==> config.mk <==
export PLATFORM = sky130hd
export DESIGN_NAME = diag_enable_condition_qualifier_core
export DESIGN_NICKNAME = d
export VERILOG_FILES = /design/src/design/decq_pkg.sv /design/src/design/decq_poweron_timer.sv /design/src/design/diag_enable_condition_qualifier_core.sv
export SDC_FILE = /design/constraint.sdc
export NUM_CORES = 1
export LEC_CHECK = 0
export BUFFER_PORTS_ARGS = -buffer_cell sky130_fd_sc_hd__buf_2
export CAP_MARGIN = 0
export CORE_MARGIN = 3
export CORE_UTILIZATION = 35
export DETAILED_ROUTE_END_ITERATION = 7
export HOLD_SLACK_MARGIN = 0.03
export PLACE_DENSITY = 0.52
export SLEW_MARGIN = 20
export SYNTH_ARGS = -nofsm -noshare
export SYNTH_HDL_FRONTEND = slang
export SYNTH_SLANG_ARGS = --single-unit
export TNS_END_PERCENT = 20
==> constraint.sdc <==
create_clock -name clk -period 8.1 [get_ports clk]
set_input_delay 0.405 -clock clk [delete_from_list [all_inputs] [get_ports clk]]
set_output_delay 0.405 -clock clk [all_outputs]
set_load 0.05 [all_outputs]
==> src/design/decq_pkg.sv <==
package decq_pkg;

  // Configuration register indexes
  localparam int unsigned NumRegs = 8;
  typedef logic [2:0] reg_idx_t;
  localparam reg_idx_t REG_POWERON_SHORT = 3'd0;
  localparam reg_idx_t REG_POWERON_MID   = 3'd1;
  localparam reg_idx_t REG_POWERON_LONG  = 3'd2;
  localparam reg_idx_t REG_VOLT_LOW      = 3'd3;
  localparam reg_idx_t REG_VOLT_HIGH     = 3'd4;
  localparam reg_idx_t REG_BUSOFF_RECOV  = 3'd5;
  localparam reg_idx_t REG_PWR_DWELL     = 3'd6;
  localparam reg_idx_t REG_SPEED_LIMIT   = 3'd7;

  typedef logic [NumRegs-1:0][15:0] reg_file_t;

  // Reset values, index 0 in the lowest slot
  localparam reg_file_t RegResetValues = {
    16'd17, 16'd3000, 16'd1000, 16'd16500, 16'd8500, 16'd30000, 16'd15000, 16'd3000
  };

  // Bus mode and power mode codes
  localparam logic [1:0] MODE_FULL   = 2'd1;
  localparam logic [1:0] MODE_BUSOFF = 2'd2;
  localparam logic [7:0] PWR_ON      = 8'h02;

  // Flag update requested by one power-on timer for one beat
  typedef struct packed {
    logic set;
    logic clr;
    logic calib;
  } poweron_evt_t;

  // One result beat
  typedef struct packed {
    logic poweron_short_ok;
    logic poweron_mid_ok;
    logic poweron_long_ok;
    logic calib_request;
    logic voltage_normal;
    logic public_no_busoff;
    logic private_no_busoff;
    logic power_mode_ok;
    logic speed_nonzero;
  } result_t;

  // Wrapping elapsed time against delay minus task cycle, floored at zero
  function automatic logic time_passed(input logic [31:0] now, input logic [31:0] start,
                                       input logic [15:0] delay, input logic [15:0] cyc);
    logic [15:0] thr;
    logic [31:0] diff;
    thr  = (delay > cyc) ? (delay - cyc) : 16'd0;
    diff = now - start;
    return diff >= {16'd0, thr};
  endfunction

endpackage

==> src/design/decq_poweron_timer.sv <==
module decq_poweron_timer (
  input  logic                   clk,
  input  logic                   rst_n,
  input  logic                   accept_i,
  input  logic                   wake_i,
  input  logic                   stop_after_i,
  input  logic [31:0]            now_i,
  input  logic [15:0]            delay_i,
  input  logic [15:0]            task_cycle_i,
  output decq_pkg::poweron_evt_t evt_o
);

  typedef enum logic [1:0] {
    PH_INIT    = 2'd0,
    PH_COUNT   = 2'd1,
    PH_ELAPSED = 2'd2,
    PH_STOP    = 2'd3
  } phase_t;

  phase_t      phase_r, phase_nxt;
  logic [31:0] start_r, start_nxt;

  always_comb begin
    phase_nxt   = phase_r;
    start_nxt   = start_r;
    evt_o       = '0;
    unique case (phase_r)
      PH_INIT: begin
        if (wake_i) begin
          start_nxt = now_i;
          phase_nxt = PH_COUNT;
        end
      end
      PH_COUNT: begin
        if (decq_pkg::time_passed(now_i, start_r, delay_i, task_cycle_i)) begin
          phase_nxt = PH_ELAPSED;
        end else begin
          evt_o.clr = 1'b1;
        end
      end
      PH_ELAPSED: begin
        if (wake_i) begin
          evt_o.set = 1'b1;
          if (stop_after_i) begin
            evt_o.calib = 1'b1;
            phase_nxt   = PH_STOP;
          end
        end
      end
      default: begin
      end
    endcase
  end

  always_ff @(posedge clk) begin
    if (!rst_n) begin
      phase_r <= PH_INIT;
    end else if (accept_i) begin
      phase_r <= phase_nxt;
    end
    if (accept_i) begin
      start_r <= start_nxt;
    end
  end

  a_calib_stops: assert property (@(posedge clk) disable iff (!rst_n)
    accept_i && evt_o.calib |=> phase_r == PH_STOP)
    else $error("calibration request did not stop the timer");

  a_stop_sticky: assert property (@(posedge clk) disable iff (!rst_n)
    rst_n && phase_r == PH_STOP |=> phase_r == PH_STOP)
    else $error("stopped timer left its stop phase");

  a_set_clr_excl: assert property (@(posedge clk) disable iff (!rst_n)
    !(evt_o.set && evt_o.clr))
    else $error("timer asked to set and clear its flag together");

endmodule

==> src/design/diag_enable_condition_qualifier_core.sv <==
// Diagnostic enable-condition qualifier.
//
// Input channel (in_valid/in_ready): one beat per periodic tick, carrying the
// timestamp in ms, the wakeup flag, battery mV, both CAN bus modes, the power
// mode byte and the raw speed. Result channel (out_valid/out_ready): one beat
// per input beat, carrying the nine qualifier flags including the one-beat
// calibration request.
// Configuration: cfg_wr_en writes cfg_wdata into register cfg_addr at once;
// write only while no beat is in flight.
// Results are registered. Throughput is one beat per cycle while in_ready is
// high: all timer, bus-off and compare logic is a single pass from the input
// ports into the state and result registers.
// A result register plus one skid register sit on the output, so an input
// beat is still taken while one result waits; in_ready drops only once both
// hold a result, and returns the cycle after the receiver takes one.
// Reset (synchronous, active low) loads the register defaults, puts all three
// power-on timers in their initial phase, clears every flag and the bus-off
// and power-mode marks, and empties the output stage.
module diag_enable_condition_qualifier_core #(
  parameter int unsigned TASK_CYCLE_MS = 10
) (
  input  logic        clk,
  input  logic        rst_n,
  // configuration
  input  logic        cfg_wr_en,
  input  logic [2:0]  cfg_addr,
  input  logic [15:0] cfg_wdata,
  // input channel
  input  logic        in_valid,
  output logic        in_ready,
  input  logic [31:0] in_now_ms,
  input  logic        in_wakeup_valid,
  input  logic [15:0] in_battery_mv,
  input  logic [1:0]  in_public_bus_mode,
  input  logic [1:0]  in_private_bus_mode,
  input  logic [7:0]  in_power_mode,
  input  logic [15:0] in_speed_raw,
  // result channel
  output logic        out_valid,
  input  logic        out_ready,
  output logic        out_poweron_short_ok,
  output logic        out_poweron_mid_ok,
  output logic        out_poweron_long_ok,
  output logic        out_calib_request,
  output logic        out_voltage_normal,
  output logic        out_public_no_busoff,
  output logic        out_private_no_busoff,
  output logic        out_power_mode_ok,
  output logic        out_speed_nonzero
);

  localparam logic [15:0] TaskCycle = 16'(TASK_CYCLE_MS);

  decq_pkg::reg_file_t    regs_r;
  logic                   accept;
  decq_pkg::poweron_evt_t evt_short, evt_mid, evt_long;

  // Flag registers, one bit per power-on, bus-off and power-mode condition
  logic short_f_r, mid_f_r, long_f_r, pwr_f_r;
  logic short_f_nxt, mid_f_nxt, long_f_nxt, volt_f_nxt, pwr_f_nxt, speed_f_nxt;
  logic [1:0]  bus_f_r, bus_f_nxt;
  logic [1:0]  bus_off_r, bus_off_nxt;
  logic [31:0] bus_start_r [2];
  logic [31:0] bus_start_nxt [2];
  logic [1:0]  bus_mode [2];

  logic        pwr_entered_r, pwr_entered_nxt;
  logic [31:0] pwr_start_r, pwr_start_nxt;

  decq_pkg::result_t res, out_r, skid_r;
  logic              out_valid_r, skid_valid_r;
  logic              pop;

  assign in_ready = !skid_valid_r;
  assign accept   = in_valid && in_ready;
  assign pop      = out_valid_r && out_ready;

  // Configuration registers
  always_ff @(posedge clk) begin
    if (!rst_n) begin
      regs_r <= decq_pkg::RegResetValues;
    end else if (cfg_wr_en) begin
      regs_r[cfg_addr] <= cfg_wdata;
    end
  end

  // Power-on timers; only the long one stops and pulses calibration
  decq_poweron_timer u_short (
    .clk, .rst_n, .accept_i(accept), .wake_i(in_wakeup_valid), .stop_after_i(1'b0),
    .now_i(in_now_ms), .delay_i(regs_r[decq_pkg::REG_POWERON_SHORT]),
    .task_cycle_i(TaskCycle), .evt_o(evt_short)
  );
  decq_poweron_timer u_mid (
    .clk, .rst_n, .accept_i(accept), .wake_i(in_wakeup_valid), .stop_after_i(1'b0),
    .now_i(in_now_ms), .delay_i(regs_r[decq_pkg::REG_POWERON_MID]),
    .task_cycle_i(TaskCycle), .evt_o(evt_mid)
  );
  decq_poweron_timer u_long (
    .clk, .rst_n, .accept_i(accept), .wake_i(in_wakeup_valid), .stop_after_i(1'b1),
    .now_i(in_now_ms), .delay_i(regs_r[decq_pkg::REG_POWERON_LONG]),
    .task_cycle_i(TaskCycle), .evt_o(evt_long)
  );

  assign bus_mode[0] = in_public_bus_mode;
  assign bus_mode[1] = in_private_bus_mode;

  always_comb begin
    // Power-on flags: set wins, clear otherwise, else hold
    short_f_nxt = evt_short.set ? 1'b1 : (evt_short.clr ? 1'b0 : short_f_r);
    mid_f_nxt   = evt_mid.set   ? 1'b1 : (evt_mid.clr   ? 1'b0 : mid_f_r);
    long_f_nxt  = evt_long.set  ? 1'b1 : (evt_long.clr  ? 1'b0 : long_f_r);

    // Voltage window, inclusive at both ends
    volt_f_nxt = (in_battery_mv >= regs_r[decq_pkg::REG_VOLT_LOW]) &&
                 (in_battery_mv <= regs_r[decq_pkg::REG_VOLT_HIGH]);

    // Bus-off qualifiers: bus-off marks and clears, full comm waits out the
    // quiet time, other modes hold
    for (int i = 0; i < 2; i++) begin
      bus_f_nxt[i]     = bus_f_r[i];
      bus_off_nxt[i]   = bus_off_r[i];
      bus_start_nxt[i] = bus_start_r[i];
      if (bus_mode[i] == decq_pkg::MODE_BUSOFF) begin
        bus_off_nxt[i]   = 1'b1;
        bus_start_nxt[i] = in_now_ms;
        bus_f_nxt[i]     = 1'b0;
      end else if (bus_mode[i] == decq_pkg::MODE_FULL) begin
        if (!bus_off_r[i]) begin
          bus_f_nxt[i] = 1'b1;
        end else if (decq_pkg::time_passed(in_now_ms, bus_start_r[i],
                                           regs_r[decq_pkg::REG_BUSOFF_RECOV],
                                           TaskCycle)) begin
          bus_off_nxt[i] = 1'b0;
          bus_f_nxt[i]   = 1'b1;
        end else begin
          bus_f_nxt[i] = 1'b0;
        end
      end
    end

    // Power mode dwell; the stored start drops to zero once the flag sets
    pwr_f_nxt       = pwr_f_r;
    pwr_entered_nxt = pwr_entered_r;
    pwr_start_nxt   = pwr_start_r;
    if (in_power_mode == decq_pkg::PWR_ON) begin
      if (!pwr_entered_r) begin
        pwr_start_nxt   = in_now_ms;
        pwr_entered_nxt = 1'b1;
      end else if (decq_pkg::time_passed(in_now_ms, pwr_start_r,
                                         regs_r[decq_pkg::REG_PWR_DWELL], TaskCycle)) begin
        pwr_f_nxt     = 1'b1;
        pwr_start_nxt = '0;
      end
    end else begin
      pwr_f_nxt       = 1'b0;
      pwr_entered_nxt = 1'b0;
    end

    speed_f_nxt = in_speed_raw > regs_r[decq_pkg::REG_SPEED_LIMIT];

    res.poweron_short_ok  = short_f_nxt;
    res.poweron_mid_ok    = mid_f_nxt;
    res.poweron_long_ok   = long_f_nxt;
    res.calib_request     = evt_long.calib;
    res.voltage_normal    = volt_f_nxt;
    res.public_no_busoff  = bus_f_nxt[0];
    res.private_no_busoff = bus_f_nxt[1];
    res.power_mode_ok     = pwr_f_nxt;
    res.speed_nonzero     = speed_f_nxt;
  end

  // Qualifier state advances only on an accepted beat
  always_ff @(posedge clk) begin
    if (!rst_n) begin
      short_f_r     <= 1'b0;
      mid_f_r       <= 1'b0;
      long_f_r      <= 1'b0;
      pwr_f_r       <= 1'b0;
      bus_f_r       <= '0;
      bus_off_r     <= '0;
      pwr_entered_r <= 1'b0;
      pwr_start_r   <= '0;
      bus_start_r   <= '{default: '0};
    end else if (accept) begin
      short_f_r     <= short_f_nxt;
      mid_f_r       <= mid_f_nxt;
      long_f_r      <= long_f_nxt;
      pwr_f_r       <= pwr_f_nxt;
      bus_f_r       <= bus_f_nxt;
      bus_off_r     <= bus_off_nxt;
      pwr_entered_r <= pwr_entered_nxt;
      pwr_start_r   <= pwr_start_nxt;
      bus_start_r   <= bus_start_nxt;
    end
  end

  // Output register with one skid entry behind it
  always_ff @(posedge clk) begin
    if (!rst_n) begin
      out_valid_r  <= 1'b0;
      skid_valid_r <= 1'b0;
    end else if (pop) begin
      if (skid_valid_r) begin
        out_r        <= skid_r;
        skid_valid_r <= 1'b0;
      end else if (accept) begin
        out_r <= res;
      end else begin
        out_valid_r <= 1'b0;
      end
    end else if (accept) begin
      if (!out_valid_r) begin
        out_r       <= res;
        out_valid_r <= 1'b1;
      end else begin
        skid_r       <= res;
        skid_valid_r <= 1'b1;
      end
    end
  end

  assign out_valid             = out_valid_r;
  assign out_poweron_short_ok  = out_r.poweron_short_ok;
  assign out_poweron_mid_ok    = out_r.poweron_mid_ok;
  assign out_poweron_long_ok   = out_r.poweron_long_ok;
  assign out_calib_request     = out_r.calib_request;
  assign out_voltage_normal    = out_r.voltage_normal;
  assign out_public_no_busoff  = out_r.public_no_busoff;
  assign out_private_no_busoff = out_r.private_no_busoff;
  assign out_power_mode_ok     = out_r.power_mode_ok;
  assign out_speed_nonzero     = out_r.speed_nonzero;

  a_skid_behind_out: assert property (@(posedge clk) disable iff (!rst_n)
    skid_valid_r |-> out_valid_r)
    else $error("skid entry held while output register empty");

  a_calib_with_long: assert property (@(posedge clk) disable iff (!rst_n)
    out_valid_r && out_calib_request |-> out_poweron_long_ok)
    else $error("calibration request without long power-on flag");

  a_pwr_off_clears: assert property (@(posedge clk) disable iff (!rst_n)
    accept && in_power_mode != decq_pkg::PWR_ON |=> !pwr_f_r && !pwr_entered_r)
    else $error("power mode flag survived a non-ON beat");

  a_busoff_clears: assert property (@(posedge clk) disable iff (!rst_n)
    accept && in_public_bus_mode == decq_pkg::MODE_BUSOFF |=> !bus_f_r[0] && bus_off_r[0])
    else $error("public bus-off did not drop its flag");

endmodule
Word-level counts from Yosys, hierarchy flattened:

Index checks and enable logic that the tools add are counted.

* logic and storage cells: 190
* register bits: 355
* output and inout bits: 11

* magnitude comparators: 16
* eq/ne operators: 22
* add/subtract/negate cells: 11
* bitwise operators: 2
* reduce and logical (&&, ||, !) cells: 31
* muxes and demuxes: 63

Operators with widths (count)
* greater-or-equal comparator 32 x 16 -> 1 bit: 6
* subtractor 32 bit: 6
* bitwise mux 128 bit: 1
* two-way mux 16 bit: 6
* greater-than comparator 16 x 4 -> 1 bit (second input constant): 5
* subtractor 16 x 4 -> 16 bit (second input constant): 5
* two-way mux 32 bit: 2
* demux 16 bit (select 3 bit): 1
* two-way mux 9 bit: 5
* two-way mux 1 bit: 40
* greater-or-equal comparator 16 bit: 1
* greater-than comparator 16 bit: 1
* less-or-equal comparator 16 bit: 1
* AND reduction 4 bit: 4
* AND reduction 3 bit: 5
* inequality test 2 bit (second input constant): 6
* nonzero test 2 bit: 6
* equality test 2 x 1 -> 1 bit (second input constant): 5
* equality test 2 bit (second input constant): 5
* two-way mux 2 bit: 5
* inequality test 2 x 1 -> 1 bit (second input constant): 5
* AND reduction 2 bit: 5
* equality test 8 x 2 -> 1 bit (second input constant): 1
* one-hot mux 2 bit (2 select lines): 2
* 10 further kinds: 16

Depth between registers and ports, before layout:

Gate-level depths: netlist of run 1.

* depth after elaboration: 10
* mapped depth: 25

Modules after synthesis:

A second synthesis of run 1 with hierarchy kept.

* cell total of the unflattened synthesis: 4117
* area, all modules: 32200.9 um^2

Modules (own cells, without submodules)
* diag_enable_condition_qualifier_core: times used 1, area each 18435.2 um^2, seq. area each 5245.0 um^2, cells each 2424
* decq_poweron_timer at u_long ...: times used 2, area each 4496.8 um^2, seq. area each 1001.0 um^2, cells each 552
* decq_poweron_timer at u_mid: times used 1, area each 4772.1 um^2, seq. area each 1001.0 um^2, cells each 589

Worst setup path before layout of run 1:

OpenSTA, ideal clock, no wires.

* path type: input -> register
* from: in in_now_ms[0]
* to: reg out_r (netlist bit out_poweron_mid_ok) (data pin)
* library setup time: 0.267 ns
* buffers on the path: 0
* arrival: 4.315 ns
* path slack: 3.519 ns
* cell stages on the path: 20
* cell sequence: inv_1 ha_1 inv_1 fa_1 a211oi_1 o21ba_2 o31ai_1 a21oi_1 xnor2_1 ha_1 and4_1 o2bb2ai_1 a2111oi_0 o21a_1 o2111ai_1 nor4_1 o2111ai_1 nor4b_2 nor3b_1 o31ai_1

* word-level cells in the longest chain between the ends: 9
* elaborated cells between the ends (all ways): 11
* classes of those cells: add/sub: 1; order compare: 1; mux: 9

RTL lines
* start: declaration: line diag_enable_condition_qualifier_core.sv:31 `input logic [31:0] in_now_ms,`
* subtractor 32 bit *: line decq_pkg.sv:53 `diff = now - start;`
* greater-or-equal comparator 32 x 16 -> 1 bit *: line decq_pkg.sv:54 `return diff >= {16'd0, thr};`
* two-way mux 1 bit *: line decq_poweron_timer.sv:35 `if (decq_pkg::time_passed(now_i, start_r, delay_i, task_cycle_i)) begin`
* two-way mux 1 bit *: line decq_poweron_timer.sv:27 `unique case (phase_r)`
* two-way mux 1 bit * (2 in a row): line diag_enable_condition_qualifier_core.sv:110 `mid_f_nxt = evt_mid.set ? 1'b1 : (evt_mid.clr ? 1'b0 : mid_f_r);`
* two-way mux 9 bit (on tied branches): line diag_enable_condition_qualifier_core.sv:212, diag_enable_condition_qualifier_core.sv:206
* two-way mux 9 bit (on tied branches): line diag_enable_condition_qualifier_core.sv:211, diag_enable_condition_qualifier_core.sv:203
* two-way mux 9 bit *: line diag_enable_condition_qualifier_core.sv:202 `end else if (pop) begin`
* end signal: assignment: line diag_enable_condition_qualifier_core.sv:204 `out_r <= skid_r;`
* end signal: assignment: line diag_enable_condition_qualifier_core.sv:207 `out_r <= res;`
* end signal: assignment: line diag_enable_condition_qualifier_core.sv:213 `out_r <= res;`
* end: declaration: line diag_enable_condition_qualifier_core.sv:70 `decq_pkg::result_t res, out_r, skid_r;`

Every way passes the cells marked *; elsewhere a longest branch is shown, timed or not. The select of a mux whose other input is x is not followed.
A chain may end at the register's enable or synchronous reset.

Worst setup path in the final report of run 1:

* from: reg u_mid.start_r[0]
* to: reg out_r (netlist bit out_poweron_mid_ok) (data pin)

* word-level cells in the longest chain between the ends: 9
* elaborated cells between the ends (all ways): 11
* classes of those cells: add/sub: 1; order compare: 1; mux: 9

RTL lines
* start: declaration: line decq_poweron_timer.sv:21 `logic [31:0] start_r, start_nxt;`
* start signal: assignment: line decq_poweron_timer.sv:62 `start_r <= start_nxt;`
* subtractor 32 bit *: line decq_pkg.sv:53
* greater-or-equal comparator 32 x 16 -> 1 bit *: line decq_pkg.sv:54
* two-way mux 1 bit *: line decq_poweron_timer.sv:35
* two-way mux 1 bit *: line decq_poweron_timer.sv:27
* two-way mux 1 bit * (2 in a row): line diag_enable_condition_qualifier_core.sv:110
* two-way mux 9 bit (on tied branches): line diag_enable_condition_qualifier_core.sv:212, diag_enable_condition_qualifier_core.sv:206
* two-way mux 9 bit (on tied branches): line diag_enable_condition_qualifier_core.sv:211, diag_enable_condition_qualifier_core.sv:203
* two-way mux 9 bit *: line diag_enable_condition_qualifier_core.sv:202

Marked as above.

==> results of run 1 <==
[final timing paths]
kind / from / endpoint / cells after the start
setup / recovery: u_mid.start_r[0] / out_poweron_mid_ok / 19
hold / removal: in_valid / skid_valid_r / 3
setup reg to reg: u_mid.start_r[0] / out_poweron_mid_ok / 19
hold reg to reg: bus_start_r[14] / bus_start_r[14] / 2
[synth_stat cells, types with 10 or more instances]
cell type / instances
sky130_fd_sc_hd__o2111ai_1: 12
sky130_fd_sc_hd__a2111oi_0: 17
sky130_fd_sc_hd__and2_1: 12
sky130_fd_sc_hd__o211ai_1: 37
sky130_fd_sc_hd__nand3_1: 112
sky130_fd_sc_hd__inv_1: 316
sky130_fd_sc_hd__and3_1: 19
sky130_fd_sc_hd__o21ai_1: 15
sky130_fd_sc_hd__xnor2_1: 93
sky130_fd_sc_hd__o21ai_0: 152
sky130_fd_sc_hd__a311oi_1: 14
sky130_fd_sc_hd__a21oi_1: 424
sky130_fd_sc_hd__or4_1: 13
sky130_fd_sc_hd__nor2b_1: 39
sky130_fd_sc_hd__clkbuf_1: 143
sky130_fd_sc_hd__nor3_1: 76
sky130_fd_sc_hd__nand2b_1: 46
sky130_fd_sc_hd__or3_1: 13
sky130_fd_sc_hd__edfxtp_1: 114
sky130_fd_sc_hd__a311oi_2: 30
sky130_fd_sc_hd__clkbuf_2: 15
sky130_fd_sc_hd__a221oi_1: 10
sky130_fd_sc_hd__dfxtp_1: 241
sky130_fd_sc_hd__xor2_1: 86
sky130_fd_sc_hd__and4_1: 14
sky130_fd_sc_hd__o21bai_1: 23
sky130_fd_sc_hd__ha_1: 342
sky130_fd_sc_hd__a211oi_1: 49
sky130_fd_sc_hd__mux2i_1: 18
sky130_fd_sc_hd__nor4_1: 37
sky130_fd_sc_hd__o31ai_1: 21
sky130_fd_sc_hd__a21o_1: 60
sky130_fd_sc_hd__nand4_1: 78
sky130_fd_sc_hd__nand2_1: 703
sky130_fd_sc_hd__o21a_1: 50
sky130_fd_sc_hd__nor2_1: 189
sky130_fd_sc_hd__a31oi_1: 17
[power by group]
part | switching [µW] | total (µW) | internal (µW)
registers | 42.2 | 1970 | 1930
clock network | 903 | 2300 | 1390
logic | 990 | 1570 | 575
total | 1940 | 5830 | 3900
[flip-flops by register name (all words and copies together), names as in the netlist, 2 cells and up]
signal / flops
regs_r: 128
u_short.phase_r: 2
pwr_start_r: 32
skid_r: 9
bus_off_r: 2
u_mid.phase_r: 2
u_long.start_r: 32
u_short.start_r: 32
bus_start_r: 64
bus_f_r: 2
u_mid.start_r: 32
u_long.phase_r: 2
[critical path, stage by stage (launching register included)]
cell and delay (ns):
sky130_fd_sc_hd__edfxtp_1 0.36, sky130_fd_sc_hd__ha_1 0.20, sky130_fd_sc_hd__inv_1 0.08, sky130_fd_sc_hd__fa_1 0.23, sky130_fd_sc_hd__a211oi_1 0.11, sky130_fd_sc_hd__o21ba_2 0.23
sky130_fd_sc_hd__o31ai_1 0.68, sky130_fd_sc_hd__a21oi_1 0.22, sky130_fd_sc_hd__xnor2_1 0.19, sky130_fd_sc_hd__ha_1 0.33, sky130_fd_sc_hd__and4_1 0.18, sky130_fd_sc_hd__o2bb2ai_1 0.12
sky130_fd_sc_hd__a2111oi_0 0.39, sky130_fd_sc_hd__o21a_1 0.18, sky130_fd_sc_hd__o2111ai_1 0.13, sky130_fd_sc_hd__nor4_1 0.28, sky130_fd_sc_hd__o2111ai_1 0.16, sky130_fd_sc_hd__nor4b_2 0.74
sky130_fd_sc_hd__nor3b_1 0.41, sky130_fd_sc_hd__o31ai_1 0.12
[cell type report]
type                    instances  area (µm²)
well taps                    1134        1419
multi-input cells            2989       19510
clock buffers                  60        1328
repair buffers                138       760.7
fillers                      8707       50860
flip-flops and latches        355        8248
inverters                     317        1195
clock inverters                25       366.6
[kinds of logic after synthesis]
group	count (synthesis)	share of synthesized area, %
AND/OR/NAND/NOR	1394	21.60
AO/OA/AOI/OAI	1042	23.05
buffers and inverters	487	6.450
flip-flops	355	27.84
adder cells (fa/ha/maj)	348	14.85
XOR/XNOR	179	5.292
multiplexers	26	0.9124
[through the flow]
step	worst slack, ns	instance area, µm²
final	2.491	32830
after global routing	2.067	32830
after CTS	2.472	32820
after detailed placement	1.905	31110
after global placement	1.969	31110
after floorplan	3.519	29620
[routing by layer]
layer	GRT usage (%)	vias to the layer above	share of wire, %
met5	0	-	0.0073
met4	4.188	2	1.8
met3	2.880	97	5.5
met2	32.75	655	43
met1	31.29	12810	50
li1	-	13750	-
==> results by group, run 1 <==
Clock network
  – Count of H-tree levels built during CTS: 2
  – Number of buffers inserted by post-CTS setup repair: 0
  – Quantity of gates resized following cts: 0
  – CTS tree: done
  – Number of sinks handled by clock tree synthesis: 355
  – Clk_lat worst skew: 0.61 ns
  – Register clock-pin slew on the reported worst setup and hold paths: 0.06 ns
  – Max Buffers Root-to-Sink: 3
  – Hold_buf cts: 1
  – Number of buffers added by the clock tree synthesis step: 47
  – Root buffer selected by CTS: sky130_fd_sc_hd__clkbuf_16

STA
  – Number of hold violations in the final report: 0
  – Ratio of final minimum period to clock period: 69.24%
  – Final critical path time including I/O delays and setup: 5.609 ns
  – Max-slew violation count: 0
  – Maximum clock rate: 178.3 MHz
  – Worst-case clock skew: 0.02410 ns
  – Summed negative setup slack over all endpoints: 0 ns
  – RSZ-0062 raised after global routing: no
  – Final setup violation count: 0
  – Worst slew slack as a fraction of its limit: 20.53%
  – Least-Margin Pin Slew: 1.182 ns
  – Final hold slack: 0.1461 ns

Global route
  – Overall routing resource usage: 21.15%
  – Antenna violations before repair: 1
  – Largest net degree at the start of global routing: 77
  – Total congestion overflow after global routing: 0
  – Global-route wire length before repair: 149700 µm
  – Via count of the first global-routing pass: 25230

Routing
  – Drt initial violations: 1921
  – Detailed-route wire length: 96190 µm
  – Vias after detailed routing: 27310
  – Number of iterations in the first detailed-routing pass: 5
  – Number of nets still failing antenna checks after routing: 0
  – DRC violation count after routing: 0
  – Average wire per standard cell: 19.17 µm
  – Ratio of routed vias to standard cells: 5.443

Cells and area
  – Final Util: 39.22%
  – ANT cells: 0
  – Cell Count, Final, Fillers Out: 5018
  – Synthesis-to-finish area growth: 10.82%
  – Proportion of layout cells with a drive suffix above 1: 7.956%
  – Top library cells by usage in the layout, fill and taps aside: sky130_fd_sc_hd__nand2_1 (702), sky130_fd_sc_hd__a21oi_1 (424), sky130_fd_sc_hd__ha_1 (342)
  – Commonest non-fill, non-tap cell in the layout: sky130_fd_sc_hd__nand2_1
  – Final net count: 4297

Synth
  – Synthesized area per cell: 7.732 µm²
  – Share of the synthesized area in the top cell type: 16.29%
  – Seq cells post-synth: 355
  – Async S/R FF share, synth: 0%
  – Cells taking the most area after synthesis: sky130_fd_sc_hd__dfxtp_1 (16%), sky130_fd_sc_hd__ha_1 (14%), sky130_fd_sc_hd__edfxtp_1 (12%)
  – Register area share after synthesis: 27.84%
  – Synthesized area: 0.02962 mm²
  – Prevailing post-synth register cell: sky130_fd_sc_hd__dfxtp_1
  – Synth unique cells: 99
  – Number of flops mapped to enable cells by yosys: 114
  – Area leader, netlist: sky130_fd_sc_hd__dfxtp_1
  – Post-synthesis net count: 4280
  – Count of synthesis-stage warnings from yosys: 0
  – Synth Instances: 3831

Floorplanning
  – Die Footprint: 0.08816 mm²
  – Initial core utilization: 35.40%
  – Die Y: 296.9 µm
  – Row count: 106
  – I/O pins: 112
  – Chip width: 296.9 µm
  – Total core area: 0.08369 mm²

Worst setup path
  – Arrival time of the worst setup path: 5.96 ns
  – Register-to-register setup slack: 2.49 ns
  – Setup CP Type: reg -> reg
  – Maximum fanout along the worst path: 5
  – Critical path capture point type: flop
  – Data required time at the worst endpoint: 8.46 ns
  – Category of the worst setup path launch point: flop

Run
  – Max-cap check violation count: 0

Placed design
  – Dpl cells: 4932
  – Detailed placement HPWL: 72150 µm
  – Count of input and output buffers: 111
  – Routability-driven placement congestion ratio: 0.9012

Run status
  – Status: finished, final reports clean

Power
  – P per Cell Area: 177.6 mW/mm²
  – Total Power Consumption: 5830 µW
  – Peak supply drop: 0.1449 mV
  – P_leak: 0.01292 µW

Worst hold path
  – Worst min-delay path category: in -> reg
Power figures use the tool's default switching activity.
==> inputs of run 2 (changes only) <==
--- a/config.mk
+++ b/config.mk
@@ -5,6 +5,7 @@
 export SDC_FILE = /design/constraint.sdc
 export NUM_CORES = 1
 export LEC_CHECK = 0
+export ABC_AREA = 1
 export BUFFER_PORTS_ARGS = -buffer_cell sky130_fd_sc_hd__buf_2
 export CAP_MARGIN = 0
 export CORE_MARGIN = 3
==> constraint.sdc (replaced) <==
create_clock -name clk -period 5.7 [get_ports clk]
set_input_delay 0.285 -clock clk [delete_from_list [all_inputs] [get_ports clk]]
set_output_delay 0.285 -clock clk [all_outputs]
set_load 0.05 [all_outputs]
==> run 2 against run 1 <==
Net effect:
- synthesized cell count up 25%
- via count up 12%
- first-iteration DRC count up 2.5%
- clock skew down 0.0034 ns
- wire length up 14%
- sequential cell count unchanged
- clock power up 32%
- sequential share of layout area down 1.2 points
- count of clock-buffer cells in the layout up 2
- non-clock buffer count down 2
- register-to-register slack worse by 0.76 ns
- setup slack worse by 0.76 ns
- largest power group unchanged
==> results by group, run 2 <==
Routing
  – Drt initial violations: 1969 (+2.5%)
  – Vias after detailed routing: 30540 (+12%)
  – Ratio of routed vias to standard cells: 5.019 (-7.8%)
  – Number of nets still failing antenna checks after routing: 0 (unchanged)
  – Number of iterations in the first detailed-routing pass: 6 (+1)
  – Detailed-route wire length: 109800 µm (+14%)
  – DRC violation count after routing: 0 (unchanged)
  – Average wire per standard cell: 18.05 µm (-5.9%)

Synth
  – Leading cell types by count after synthesis: sky130_fd_sc_hd__nand2_1 (1271), sky130_fd_sc_hd__inv_1 (766), sky130_fd_sc_hd__nor2_1 (488)
  – Seq cells post-synth: 355 (unchanged)
  – Prevailing post-synth register cell: sky130_fd_sc_hd__dfxtp_1
  – Synthesized area: 0.03096 mm² (+4.5%)
  – Area leader, netlist: sky130_fd_sc_hd__dfxtp_1
  – Fraction of the mapped netlist area in adder cells: 14.21% (-0.64 points)
  – Register area share after synthesis: 26.64% (-1.2 points)
  – Mux share of post-synthesis cell area: 0% (-0.91 points)
  – Cells taking the most area after synthesis: sky130_fd_sc_hd__dfxtp_1 (16%), sky130_fd_sc_hd__nand2_1 (15%), sky130_fd_sc_hd__ha_1 (14%)
  – Count of synthesis-stage warnings from yosys: 0 (unchanged)
  – Post-synthesis net count: 5232 (+22%)
  – Fraction of the mapped netlist area in compound gates: 14.32% (-8.7 points)
  – Synth Instances: 4783 (+25%)
  – Synth unique cells: 47 (-53%)
  – Share of the synthesized area in the top cell type: 15.58% (-0.71 points)
  – Simple-Gate Fraction of Synth Area: 31.50% (+9.9 points)
  – Async S/R FF share, synth: 0% (unchanged)
  – Synthesized area per cell: 6.474 µm² (-16%)
  – Number of flops mapped to enable cells by yosys: 114 (unchanged)
  – Post-Synth XOR/XNOR Area: 2.829% (-2.5 points)
  – Cell with the most instances after synthesis: sky130_fd_sc_hd__nand2_1
  – Main combinational cell family by area after synthesis: simple AND/OR/NAND/NOR gates

Floorplanning
  – Total core area: 0.08729 mm² (+4.3%)
  – Initial core utilization: 35.47% (+0.076 points)
  – Row count: 108 (+1.9%)
  – Die Footprint: 0.09208 mm² (+4.4%)
  – I/O pins: 112 (unchanged)
  – Chip width: 303.4 µm (+2.2%)
  – Die Y: 303.4 µm (+2.2%)

Worst setup path
  – Setup CP Type: reg -> reg
  – Category of the worst setup path launch point: flop
  – Crit path top cell by count: sky130_fd_sc_hd__nand2_1
  – Critical path capture point type: flop
  – Crit-path max cell delay: 0.35 ns (-0.39 ns)
  – Maximum fanout along the worst path: 5 (unchanged)
  – Arrival time of the worst setup path: 4.30 ns (-1.66 ns)
  – Slowest cell on crit path: sky130_fd_sc_hd__ha_1
  – Cell family with most CP delay: simple AND/OR/NAND/NOR gates
  – Buffer and inverter count on the worst path: 6 (+5)
  – Data required time at the worst endpoint: 6.03 ns (-2.43 ns)

Global route
  – Antenna violations before repair: 8 (+7)
  – Global-route wire length before repair: 167000 µm (+12%)
  – Via count of the first global-routing pass: 28860 (+14%)
  – Overall routing resource usage: 23.56% (+2.4 points)
  – Total congestion overflow after global routing: 0 (unchanged)
  – Largest net degree at the start of global routing: 112 (+45%)

Cells and area
  – Proportion of layout cells with a drive suffix above 1: 7.307% (-0.65 points)
  – Top library cells by usage in the layout, fill and taps aside: sky130_fd_sc_hd__nand2_1 (1269), sky130_fd_sc_hd__inv_1 (766), sky130_fd_sc_hd__nor2_1 (485)
  – FILL cells: 9652 (+11%)
  – Synthesis-to-finish area growth: 11.27%
  – Largest Register: regs_r
  – Biggest regs: regs_r x128, bus_start_r x64
  – Final Util: 39.47% (+0.25 points)
  – Commonest non-fill, non-tap cell in the layout: sky130_fd_sc_hd__nand2_1
  – Max reg flops: 128 (unchanged)
  – Final net count: 5338 (+24%)
  – Area of combinational cells with multiple inputs: 0.01951 mm² (about the same)
  – Storage element area: 0.008248 mm² (unchanged)
  – Cell Count, Final, Fillers Out: 6084 (+21%)

Clock network
  – Root buffer selected by CTS: sky130_fd_sc_hd__clkbuf_16
  – CTS tree: done
  – Max Buffers Root-to-Sink: 3 (unchanged)
  – Hold_buf cts: 1 (unchanged)
  – Count of H-tree levels built during CTS: 2 (unchanged)
  – Register clock-pin slew on the reported worst setup and hold paths: 0.06 ns (about the same)
  – Number of buffers added by the clock tree synthesis step: 46 (-2.1%)
  – Number of sinks handled by clock tree synthesis: 355 (unchanged)
  – Quantity of gates resized following cts: 0 (unchanged)
  – Clk_lat worst skew: 0.59 ns (-0.02 ns)
  – Number of buffers inserted by post-CTS setup repair: 0 (unchanged)

STA
  – Summed negative setup slack over all endpoints: 0 ns (unchanged)
  – RSZ-0062 raised after global routing: no
  – Worst-case clock skew: 0.02066 ns (-0.003439 ns)
  – Least-Margin Pin Slew: 1.051 ns (-0.1307 ns)
  – Final setup violation count: 0 (unchanged)
  – Worst Slack Setup Final: 1.730 ns (-0.7615 ns)
  – Ratio of final minimum period to clock period: 69.65% (+0.41 points)
  – Maximum clock rate: 251.9 MHz (+41%)
  – Final hold slack: 0.1151 ns (-0.03104 ns)
  – Number of hold violations in the final report: 0 (unchanged)
  – Final critical path time including I/O delays and setup: 3.970 ns (-1.639 ns)
  – Worst slew slack as a fraction of its limit: 29.82% (+9.3 points)
  – Max-slew violation count: 0 (unchanged)

Placed design
  – Place WS: 1.234 ns (-0.6701 ns)
  – Count of input and output buffers: 111 (unchanged)
  – Dpl cells: 5995 (+22%)
  – Routability-driven placement congestion ratio: 0.9339 (+3.6%)
  – Detailed placement HPWL: 85450 µm (+18%)

Run
  – Max-cap check violation count: 0 (unchanged)

Power
  – P per Cell Area: 234.7 mW/mm² (+32%)
  – Peak supply drop: 0.2107 mV (+45%)
  – P_leak: 0.01658 µW (+28%)

Worst hold path
  – Worst min-delay path category: in -> reg

Run status
  – Status: finished, final reports clean
[run 2: cell types whose count changed after synthesis, sizes merged, moves of 46 or more]
cell / change
xnor2: -82
clkbuf: -87
nand2b: -46
inv: +456
nand3: +166
o21ai: +110
a21o: -52
nand2: +608
nor2: +308
[run 2: metal layers]
layer / up-vias / GRT usage, % / routed length (µm)
met5: - / 0 / 0
met4: 0 / 7.187 / 3473
met3: 144 / 2.575 / 4808
met2: 629 / 38.61 / 49180
met1: 14010 / 32.50 / 52330
li1: 15760 / - / -
[run 2: cell families after synthesis]
family,count (synthesis)
AND/OR/NAND/NOR,2319
buffers and inverters,854
AO/OA/AOI/OAI,807
flip-flops,355
adder cells (fa/ha/maj),348
XOR/XNOR,100
[run 2: worst paths after layout]
check	start	to	slack, ns	cells past startpoint
setup / recovery	regs_r[1]	out_poweron_short_ok	1.73	30
setup reg to reg	regs_r[1]	out_poweron_short_ok	1.73	30
hold reg to reg	bus_start_r[30]	bus_start_r[30]	0.46	2
hold / removal	cfg_wdata[0]	regs_r[80]	0.12	3
[run 2: area by class of cell]
cell class / count / share of cell area [%]
flip-flops and latches: 355 / 23.94
repair buffers: 136 / 2.182
inverters: 776 / 8.454
well taps: 1155 / 4.194
clock inverters: 24 / 0.5846
clock buffers: 62 / 4.024
multi-input cells: 3574 / 56.61
diodes: 2 / 0.01453
[run 2: per-stage QoR]
| step | area, µm² | total power [µW] |
|---|---|---|
| floorplan | 30960 | 4387 |
| global route | 34450 | 8586 |
| finish | 34460 | 8088 |
| detailed placement | 32850 | 5086 |
| global placement | 32850 | 5077 |
| CTS | 34440 | 8168 |
[run 2: worst min-delay path, stage by stage]
cell and delay (ns):
sky130_fd_sc_hd__buf_2 0.19, sky130_fd_sc_hd__nor2_1 0.13, sky130_fd_sc_hd__nor2_1 0.05
[run 2: power by group]
part           internal (µW)  switching, µW
registers               2730           50.2
clock network           1810           1230
logic                    751           1520
==> inputs of run 3 (changes only) <==
==> constraint.sdc (replaced) <==
create_clock -name clk -period 3.7 [get_ports clk]
set_input_delay 0.185 -clock clk [delete_from_list [all_inputs] [get_ports clk]]
set_output_delay 0.185 -clock clk [all_outputs]
set_load 0.05 [all_outputs]
==> run 3 against run 2 <==
Net effect:
- clock power rose by 65%
- critical path type is now in -> reg
- final cell count rose by 4.7%
- sequential cell count did not move
- critical path depth fell by 6
- clock skew fell by 0.0097 ns
- largest power group unchanged
- register-to-register slack got worse by 1.5 ns
- count of clock-buffer cells in the layout fell by 3
- sequential share of layout area fell by 2.0 points
- first-iteration DRC count fell by 0.51%
==> results by group, run 3 (synthesized netlist as in run 2, its figures left out) <==
Worst hold path
  – Min-Delay Endpoint: regs_r[50]
  – Cell depth of the worst min-delay path: 3 (unchanged)
  – Worst min-delay path category: in -> reg
  – Min-Delay Startpoint: cfg_wdata[2]

Routing
  – Number of nets still failing antenna checks after routing: 0 (unchanged)
  – Detailed-route wire length: 114800 µm (+4.5%)
  – Ratio of routed vias to standard cells: 4.978 (-0.81%)
  – Average wire per standard cell: 18.02 µm (-0.14%)
  – Number of iterations in the first detailed-routing pass: 6 (unchanged)
  – Vias after detailed routing: 31700 (+3.8%)
  – Drt initial violations: 1959 (-0.51%)
  – DRC violation count after routing: 0 (unchanged)

Worst setup path
  – Register-to-register setup slack: 0.18 ns (-1.55 ns)
  – Maximum fanout along the worst path: 6 (+1)
  – Number of cells on the worst reg-to-reg path: 30 (unchanged)
  – Setup CP Type: in -> reg
  – Data required time at the worst endpoint: 4.02 ns (-2.01 ns)
  – Category of the worst setup path launch point: input pin
  – Critical path capture point type: flop
  – Launching point of the worst reg2reg path: regs_r[2]
  – Destination of the worst register-to-register timing path: out_poweron_short_ok
  – Arrival time of the worst setup path: 3.86 ns (-0.44 ns)

Cells and area
  – Top library cells by usage in the layout, fill and taps aside: sky130_fd_sc_hd__nand2_1 (1248), sky130_fd_sc_hd__inv_1 (759), sky130_fd_sc_hd__nor2_1 (468)
  – Largest Register: regs_r
  – Synthesis-to-finish area growth: 21.48%
  – Max reg flops: 128 (unchanged)
  – Cell Count, Final, Fillers Out: 6368 (+4.7%)
  – Final net count: 5622 (+5.3%)
  – Biggest regs: regs_r x128, bus_start_r x64
  – Commonest non-fill, non-tap cell in the layout: sky130_fd_sc_hd__nand2_1
  – Proportion of layout cells with a drive suffix above 1: 13.97% (+6.7 points)
  – FILL cells: 9383 (-2.8%)
  – Final instance area: 0.03762 mm² (+9.2%)
  – Final Util: 43.09% (+3.6 points)

Floorplanning
  – Die Y: 303.4 µm (unchanged)
  – Die Footprint: 0.09208 mm² (unchanged)
  – Total core area: 0.08729 mm² (unchanged)
  – Row count: 108 (unchanged)
  – Initial core utilization: 35.47% (unchanged)
  – I/O pins: 112 (unchanged)
  – Chip width: 303.4 µm (unchanged)

STA
  – RSZ-0062 raised after global routing: yes
  – Maximum clock rate: 282.6 MHz
  – Worst Slack Setup Final: 0.1609 ns (-1.569 ns)
  – Max-slew violation count: 0 (unchanged)
  – Worst slew slack as a fraction of its limit: 32.09% (+2.3 points)
  – Number of hold violations in the final report: 0 (unchanged)
  – Final critical path time including I/O delays and setup: 3.539 ns
  – Ratio of final minimum period to clock period: 95.65%
  – Least-Margin Pin Slew: 1.016 ns (-0.03524 ns)
  – Final hold slack: 0.06499 ns (-0.05009 ns)
  – Worst-case clock skew: 0.01091 ns (-0.009745 ns)
  – Final setup violation count: 0 (unchanged)

Clock network
  – CTS tree: done
  – Root buffer selected by CTS: sky130_fd_sc_hd__clkbuf_16
  – Number of sinks handled by clock tree synthesis: 355 (unchanged)
  – Clk_lat worst skew: 0.59 ns (about the same)
  – Max Buffers Root-to-Sink: 3 (unchanged)
  – Number of buffers added by the clock tree synthesis step: 46 (unchanged)
  – Count of H-tree levels built during CTS: 2 (unchanged)
  – Register clock-pin slew on the reported worst setup and hold paths: 0.06 ns (about the same)

Global route
  – Antenna violations before repair: 9 (+1)
  – Total congestion overflow after global routing: 0 (unchanged)
  – Global-route wire length before repair: 173300 µm (+3.7%)
  – Overall routing resource usage: 24.61% (+1.1 points)
  – Largest net degree at the start of global routing: 77 (-31%)
  – Via count of the first global-routing pass: 30040 (+4.1%)

Placed design
  – Placed Area: 0.03486 mm² (+6.1%)
  – Count of input and output buffers: 111 (unchanged)
  – Dpl cells: 6236 (+4.0%)
  – Place WS: -0.09319 ns (-1.328 ns)
  – Routability-driven placement congestion ratio: 0.9494 (+1.7%)
  – Detailed placement HPWL: 91620 µm (+7.2%)

Power
  – P_leak: 0.01813 µW (+9.3%)
  – P per Cell Area: 352.5 mW/mm² (+50%)
  – Peak supply drop: 0.3916 mV (+86%)

Run
  – Max-cap check violation count: 0 (unchanged)

Run status
  – Status: finished, final reports clean
run 3: cell types whose count changed in the layout (fill, tap and decap cells not counted), sizes merged:
cell	delta
bufinv	+7
inv	+3
clkbuf	-1
clkinv	-8
diode	+1
dlygate4sd3	+32
buf	+250
run 3: worst max path at each step:
stage / from / endpoint / cells after the start
2_1_floorplan: skid_valid_r / u_mid.phase_r[0] / 5
3_3_place_gp: in_now_ms[2] / out_poweron_long_ok / 23
3_5_place_dp: in_now_ms[2] / out_poweron_long_ok / 23
4_1_cts: regs_r[1] / out_poweron_short_ok / 30
5_1_grt: regs_r[2] / out_poweron_short_ok / 30
6_report: in_now_ms[4] / out_public_no_busoff / 24
run 3: worst max-delay path: stages:
cell,delay (ns)
sky130_fd_sc_hd__dlygate4sd3_1,0.53
sky130_fd_sc_hd__buf_2,0.15
sky130_fd_sc_hd__buf_12,0.16
sky130_fd_sc_hd__buf_12,0.14
sky130_fd_sc_hd__ha_2,0.36
sky130_fd_sc_hd__nand2_1,0.10
sky130_fd_sc_hd__inv_1,0.09
sky130_fd_sc_hd__nand2_1,0.07
sky130_fd_sc_hd__nand2_2,0.12
sky130_fd_sc_hd__nand2_1,0.07
sky130_fd_sc_hd__nand2_1,0.16
sky130_fd_sc_hd__xor2_2,0.19
sky130_fd_sc_hd__ha_1,0.27
sky130_fd_sc_hd__a21oi_1,0.17
sky130_fd_sc_hd__o21a_1,0.13
sky130_fd_sc_hd__o221ai_1,0.10
sky130_fd_sc_hd__nor2_1,0.12
sky130_fd_sc_hd__nand2_1,0.05
sky130_fd_sc_hd__nor2_1,0.08
sky130_fd_sc_hd__nand2_1,0.07
sky130_fd_sc_hd__nor2_2,0.12
sky130_fd_sc_hd__nand4_1,0.19
sky130_fd_sc_hd__nand2_2,0.15
sky130_fd_sc_hd__a21oi_1,0.07
run 3: repair_timing:
item | CTS | global route
resized for setup | 1 | 143
endpoints found under the setup margin | 1 | 56
cloned | 0 | 3
setup buffers | 0 | 8
pin swaps | 0 | 50
hold endpoints to repair | 79 | 0
hold buffers | 33 | 0
run 3: final cells by class:
cell class	instances	area [µm²]	share of cell area, %
multi-input cells	3574	20090	53.40
flip-flops and latches	355	8259	21.96
repair buffers	420	3222	8.565
inverters	776	2913	7.743
well taps	1155	1445	3.842
clock buffers	59	1281	3.406
clock inverters	26	400.4	1.064
diodes	3	7.507	0.01996
run 3: power breakdown:
part	leakage [µW]	internal (µW)	switching (µW)	total (µW)
clock network	0.000817	3100	1930	5030
logic	0.0143	1460	2490	3950
registers	0.00302	4210	76.6	4280
run 3: per-stage QoR:
step           total power (µW)  TNS (ns)
5_1_grt                   14070    -2.520
6_report                  13260         0
3_3_place_gp               8140   -0.9153
3_5_place_dp               8155    -1.569
2_1_floorplan              6758    -60.10
4_1_cts                   13290         0
run 3: metal layers:
metal,share of wire (%),GRT usage [%],vias to the layer above
met5,0.0096,0,-
met4,4.0,8.764,2
met3,5.5,3.696,189
met2,44,39.65,694
met1,46,33.42,14490
li1,-,-,16330
